[config.mk]
export PLATFORM = sky130hd
export DESIGN_NAME = pbn_mac
export DESIGN_NICKNAME = d
export VERILOG_FILES = /design/src/rtl/pbn_pkg.sv /design/src/rtl/pbn_mac.sv
export SDC_FILE = /design/constraint.sdc
export NUM_CORES = 1
export LEC_CHECK = 0
export BUFFER_PORTS_ARGS = -buffer_cell sky130_fd_sc_hd__buf_2
export CORE_ASPECT_RATIO = 0.5
export CORE_UTILIZATION = 29
export DETAILED_ROUTE_END_ITERATION = 8
export GPL_TIMING_DRIVEN = 0
export SYNTH_ARGS = -nofsm -noshare
export SYNTH_HDL_FRONTEND = slang
export SYNTH_SLANG_ARGS = --single-unit
[constraint.sdc]
create_clock -name i_clk -period 5.4 [get_ports i_clk]
set_clock_uncertainty 0.15 [all_clocks]
set_input_delay 0.27 -clock i_clk [delete_from_list [all_inputs] [get_ports i_clk]]
set_output_delay 0.27 -clock i_clk [all_outputs]
set_load 0.005 [all_outputs]
[src/rtl/pbn_pkg.sv]
// shared constants, types and the blend weight table for the palette blend core
package pbn_pkg;

    localparam int PALETTE_SIZE = 256;
    localparam int FRAC_BITS    = 12;

    localparam int IDX_W     = $clog2(PALETTE_SIZE);
    localparam int IN_IDX_W  = 8;
    localparam int COMP_W    = 8;
    localparam int RGB_W     = 3 * COMP_W;
    localparam int SS_W      = 18;
    localparam int PCT_W     = 7;
    localparam int PCT_CODES = 1 << PCT_W;
    localparam int PCT_MAX   = 99;
    localparam int PCT_SCALE = 100;
    localparam int W_ONE     = 1 << FRAC_BITS;
    localparam int W_W       = FRAC_BITS + 1;
    localparam int BLEND_W   = COMP_W + FRAC_BITS;
    localparam int PROD_W    = COMP_W + BLEND_W;
    localparam int TOT_W     = SS_W + FRAC_BITS - 1;
    localparam int ERR_W     = SS_W + FRAC_BITS + 1;

    localparam logic [PCT_W-1:0] PCT_RESET = PCT_W'(66);

    localparam logic FUNC_LOAD  = 1'b0;
    localparam logic FUNC_QUERY = 1'b1;

    typedef logic [2:0][COMP_W-1:0]  t_comp3;
    typedef logic [2:0][BLEND_W-1:0] t_opnd3;
    typedef logic [2:0][PROD_W-1:0]  t_prod3;
    typedef logic [PCT_CODES-1:0][W_W-1:0] t_w_tab;

    typedef enum logic [2:0] {
        ST_IDLE,
        ST_LD_MUL,
        ST_LD_WR,
        ST_Q_C1,
        ST_Q_C2,
        ST_Q_BLEND,
        ST_Q_SCAN,
        ST_Q_OUT
    } t_state;

    // weight of the second color for every percent code, saturated at the top
    function automatic t_w_tab build_w_tab();
        t_w_tab tab;
        int     pct;
        for (int i = 0; i < PCT_CODES; i++) begin
            pct    = (i > PCT_MAX) ? PCT_MAX : i;
            tab[i] = W_W'((pct * W_ONE) / PCT_SCALE);
        end
        return tab;
    endfunction

    localparam t_w_tab W1_TAB = build_w_tab();

endpackage

[src/rtl/pbn_mac.sv]
// shared triple multiplier with registered products
module pbn_mac import pbn_pkg::*; (
    input  logic   i_clk,
    input  t_comp3 i_a,
    input  t_opnd3 i_b,
    output t_prod3 o_prod
);

    t_prod3 r_prod;

    always_ff @(posedge i_clk) begin
        for (int k = 0; k < 3; k++) begin
            r_prod[k] <= PROD_W'(i_a[k]) * PROD_W'(i_b[k]);
        end
    end

    assign o_prod = r_prod;

endmodule

Word-level counts from Yosys, hierarchy flattened
Index checks and enable logic that the tools add are counted.
Widths: inputs -> output; s select.

cells by class
  eq/ne operators = 0
  reductions and logical operators = 0
  bitwise operators = 0
  magnitude comparators = 0
  shifts and indexed selects = 0
  divide/modulo/power cells = 0
  multipliers = 3
  multiplexer cells = 0
  $add $sub $neg = 0

operators by type and width
  cell           count
  $mul 8x20->28  3

storage, ports and cells
  memory bits (read-only) = 0
  input port bits = 85
  memories kept = 0
  output and inout bits = 84
  flip-flop bits (word level) = 84
  word-level logic and storage cells = 6
  bits in latches = 0
  RAM bits = 0

Longest topological paths before layout
Gate-level depths: netlist of the first run.

  depth after elaboration = 1
  depth in mapped cells = 18
  gate-level depth less buffers = 16

Least setup slack after synthesis of the first run
OpenSTA, ideal clock, no wires.

  kind = input-to-reg
  start = input port i_a[11] in the netlist's numbering
  end = register r_prod (netlist bit o_prod[54])
  library setup time = 119 ps
  stages = 15
  slack = 1073 ps
  data arrival time = 4058 ps
  required time = 5131 ps
  path buffers = 1
  cell sequence = clkbuf_1 > and2_1 > fa_1 > fa_1 > fa_1 > inv_1 > fa_1 > inv_1 > ha_1 > nand4_2 > nor4_2 > nor2_2 > a2111oi_4 > nor2_1 > xnor2_1

on the way
  word-level cells in the longest chain between the ends = 1

RTL lines
  element                          RTL line       RTL
  from (decl)                      pbn_mac.sv:4   input t_comp3 i_a,
  $mul 8x20->28                    pbn_mac.sv:13  r_prod[k] <= PROD_W'(i_a[k]) * PROD_W'(i_b[k]);
  to (signal, indexed assignment)  pbn_mac.sv:13
  to (decl)                        pbn_mac.sv:9   t_prod3 r_prod;

Every way passes these cells.

Final worst setup path of the first run
  start = input port i_a[10] in the netlist's numbering
  end = register r_prod (netlist bit o_prod[50])

Same word-level chain as after synthesis.

==> flow_summary.ini, run 1 <==
[sta]
worstMarginPinSlew_ps = 633
hold_viol = 0
finalCritPeriodShare = 0.890
drv_slew = 0
relSlewSlack = 0.578
finalSetupViolCount = 0
setup-tns-final_ps = 0
final.min_clock_period_ps = 4800
grt_setup_unrepaired = false
max_clock_freq_mhz = 208

[global_routing]
grt_use_total = 0.155
grt_pass1_wl_um = 73300
grt_pass1_vias = 14000
globalRouteOverflowTotal = 0
antenna_found_initial = 0
grt_start_max_net_pins = 17

[route]
routedWlPerCell_um = 15.4
drtIter0Drc = 561
num_vias = 13100
wl_um = 43800
drtPass1Iterations = 4
drc = 0
avgViaCountPerCell = 4.64
ant_nets = 0

[clock_network]
root_buffer = clkbuf_16
ctsResizeCount = 0
cts_tree = done
cts_buffers = 9
cts.sinks = 84
htree_levels = 3
cts.reportedPaths.clkPinSlew_ps = 70
clockBufferDepth = 2

[cells_and_area]
finish.net_count = 2615
instances_no_fill = 2835
drive_gt1_frac = 0.0895
area_growth_pct = 11.7
fillers = 6080
diodes = 0
largest_register_ffs = 84

[yosys]
synth_compound_area_frac = 0.0849
synth_top_cell_by_area = fa_1
synth-seq-cells = 84
synth_top_family_by_area = adder cells
synthTopCellsByArea = fa_1, and2_1, ha_1
ys_types = 61
yosys.area_share.adder = 0.485
synth-edff-count = 0
synthArstFlopShare = 0
synth-xor-area-share = 0.0307
synth_nets = 2462
synth_cells = 1909
yosysSeqAreaShare = 0.0984
yosys_most_used_dff = dfxtp_1
avgSynthCellArea_um2 = 8.95
yosys.area_share.simple = 0.215
synth_top_area_frac = 0.380
synthMuxAreaShare = 0.00132
synth_warnings = 0
synth_area_mm2 = 0.0171

[die]
die_y_um = 174
start_util = 0.296
die-area_mm2 = 0.0600
rows = 62
ios = 169
die_w_um = 345
core-area_mm2 = 0.0578

[critical_path]
crit_fanout = 10
worstPathArrival_ps = 4920
crit_type = input pin to flop
required_ps = 5510
cp-start-kind = input pin
setup.worst_path.end_class = flop

[run_status]
status = complete, no violations

[power]
ir_drop_uv = 305
power_density_mw_per_mm2 = 483
p_leak_nw = 9.32

[place]
dp_cells = 2818
gp_congestion = 0.854
portBuffers = 141
place_hpwl_um = 36400

[flow_run]
drv_cap = 0

[hold_path]
hold_path.class = input pin to flop
cells in the final DEF (no fill, tap or decap), types with 9 or more instances in the layout:
cell type	n
xor2_1	21
inv_1	310
and2_1	343
a31oi_1	11
clkbuf_1	60
clkbuf_16	9
a21oi_1	79
o21a_1	9
a21o_1	21
fa_1	324
ha_1	144
o21ai_0	38
nor2_1	47
buf_2	152
nor3_1	16
nand4_1	17
nand2_1	202
nand2b_1	11
nand3_1	21
xnor2_1	39
a211oi_1	11
dfxtp_1	84
worst max-delay path, cell delays in order:
cell      delay (ps)
clkbuf_1         370
and2_1           240
fa_1             440
fa_1             620
fa_1             450
fa_1             440
ha_1             460
nand4_2          210
nor4_2           570
nor2_2           170
a21oi_2          230
nor4_1            70
a311oi_1         360
report_power, final:
part | internal [mW] | leakage (nW) | switching (mW)
Clock | 0.380 | 0.156 | 0.329
Sequential | 1.00 | 0.707 | 0.0888
Combinational | 2.95 | 8.45 | 4.47
area by class of cell:
cell class | instances | area, µm² | area share
clock buffers | 10 | 239 | 0.0125
inverters | 310 | 1160 | 0.0610
well taps | 768 | 961 | 0.0504
flip-flops and latches | 84 | 1680 | 0.0881
clock inverters | 6 | 76.3 | 0.00400
repair buffers | 142 | 716 | 0.0375
plain buffers | 72 | 285 | 0.0149
multi-input cells | 1443 | 14000 | 0.732
cell usage after synthesis (16+ instances only):
cell / n
nor2_1: 47
and2_1: 343
fa_1: 324
a21o_1: 21
nand3_1: 21
clkbuf_1: 60
nor3_1: 16
xnor2_1: 39
o21ai_0: 38
a21oi_1: 79
nand2_1: 202
ha_1: 144
xor2_1: 21
nand4_1: 17
inv_1: 310
dfxtp_1: 84
metal layers:
layer | wire (µm) | vias to the layer above | global-route usage
met2 | 23200 | 253 | 0.287
met3 | 1850 | 33 | 0.0280
met1 | 18200 | 6619 | 0.186
met5 | 0 | - | 0
li1 | - | 6240 | -
met4 | 546 | 0 | 0.0327
kinds of logic (layout without fill, tap and decap cells):
logic type | after synthesis | count (layout)
AO/OA/AOI/OAI | 224 | 224
XOR/XNOR | 60 | 60
adder cells (fa/ha/maj) | 468 | 468
buffers and inverters | 382 | 540
flip-flops | 84 | 84
multiplexers | 2 | 2
AND/OR/NAND/NOR | 689 | 689
per-stage QoR:
stage               utilization  power [mW]  cell area [µm²]  hold WS (ps)  setup slack, ps
finish                    0.330        9.22            19100          46.5              595
global route              0.330        10.4            19100          22.3              389
CTS                       0.330        9.53            19100          1.43              715
detailed placement        0.325        8.70            18800           437              339
global placement          0.325        8.67            18800           428              336
floorplan                     -        6.40            17100           242             1070
timing repair:
action	4_1_cts	5_1_grt
buffers inserted	0	0
endpoints found under the hold margin	1	0
hold buffers	1	0
final timing paths:
kind,end,startpoint,cells past startpoint
setup / recovery,o_prod[50],i_a[10],13
hold / removal,o_prod[0],i_b[0],2
No activity file was read; power rests on OpenSTA's default activity.
==> inputs of run 2 (changes only) <==
Clock period 5.4 ns to 5.92 ns, I/O delays scaled along.
==> flow_summary.ini, run 2 (same netlist as run 1, synthesis figures left out) <==
[critical_path]
cp-start-kind = input pin
path_delay_family = adder cells
crit_path_cell_trace = clkbuf_1 > and2_1 > fa_1 > fa_1 > fa_1 > fa_1 > ha_1 > nand4_2 > nor4_2 > nor2_2 > a21oi_2 > nor4_1 > a311oi_1
slowest_stage = fa_1
cp_num_buf_inv = 1
setup.worst_path.end_class = flop
cpPeakStageDelay_ps = 620
cp_common_cell = fa_1
worstPathArrival_ps = 4940
crit_fanout = 10
crit_type = input pin to flop
cp-startpoint = i_a[10]
required_ps = 6030

[route]
drc = 0
drtPass1Iterations = 4
avgViaCountPerCell = 4.64
wl_um = 43800
routedWlPerCell_um = 15.5
drtIter0Drc = 553
num_vias = 13100
ant_nets = 0

[sta]
hold_viol = 0
max_clock_freq_mhz = 207
fin_hold_ws_ps = 49.9
grt_setup_unrepaired = false
finalSetupViolCount = 0
relSlewSlack = 0.574
drv_slew = 0
fin_ws_ps = 1090
final.min_clock_period_ps = 4830
finalCritPeriodShare = 0.816
setup-tns-final_ps = 0
worstMarginPinSlew_ps = 639

[clock_network]
post-cts-setup-buffers = 0
cts_buffers = 9
clockBufferDepth = 2
cts_tree = done
cts.sinks = 84
cts.reportedPaths.clkPinSlew_ps = 90
ctsResizeCount = 0
holdBufCountCts = 0
root_buffer = clkbuf_16
htree_levels = 3

[global_routing]
antenna_found_initial = 0
grt_use_met3 = 0.0280
grt_use_total = 0.155
grt_pass1_vias = 14000
grt_start_max_net_pins = 17
use_met1 = 0.186
globalRouteOverflowTotal = 0
grt_pass1_wl_um = 73300
gr-max-usage-layer = met2
met2_usage = 0.287

[die]
rows = 62
die_y_um = 174
core-area_mm2 = 0.0578
start_util = 0.296
die_w_um = 345
ios = 169
die-area_mm2 = 0.0600

[place]
portBuffers = 141
gp_congestion = 0.854
pre_cts_slack_ps = 833
place_hpwl_um = 36400

[cells_and_area]
area_growth_pct = 11.6
most-common-layout-cells = and2_1, fa_1, inv_1
final_core_util = 0.330
final_common_cell = and2_1
fillers = 6079
finish.net_count = 2614
diodes = 0
drive_gt1_frac = 0.0895
largest_register_ffs = 84

[flow_run]
drv_cap = 0

[hold_path]
hold_path.class = input pin to flop
hp-start = i_b[40]

[power]
p_leak_nw = 9.31
power_density_mw_per_mm2 = 441
ir_drop_uv = 279

[run_status]
status = complete, no violations
run 2: cell count changes in the layout (fill, tap and decap cells not counted):
cell           before  now
dlygate4sd3_1       1    0
run 2: final cells by class:
class | count | area [µm²] | share of cell area
timing repair buffer | 141 | 706 | 0.0370
buffer | 72 | 285 | 0.0150
multi-input combinational | 1443 | 14000 | 0.732
tap | 768 | 961 | 0.0504
clock inverter | 6 | 76.3 | 0.00400
clock buffer | 10 | 239 | 0.0125
inverter | 310 | 1160 | 0.0610
sequential | 84 | 1680 | 0.0882
run 2: final timing paths:
check                        end  slack [ps]  depth (start not counted)
worst min-delay path  o_prod[56]          50                          2
worst max-delay path  o_prod[50]        1090                         13
run 2: through the flow:
step | total power [mW] | instance area (µm²) | std cells
detailed placement | 7.93 | 18800 | 2818
finish | 8.42 | 19100 | 2834
floorplan | 5.84 | 17100 | 1909
global placement | 7.91 | 18800 | 2818
global route | 9.50 | 19100 | 2834
CTS | 8.69 | 19100 | 2834
run 2: metal layers:
metal	routed length, µm	share of wire	vias up
met2	23200	0.53	238
met1	18300	0.42	6628
met4	559	0.013	0
met5	0	0	-
li1	-	-	6242
met3	1700	0.039	36
run 2: where the power goes:
| part | switching (mW) | internal [mW] |
|---|---|---|
| clock | 0.299 | 0.347 |
| combinational | 4.08 | 2.70 |
| sequential | 0.0810 | 0.913 |
| total | 4.46 | 3.96 |
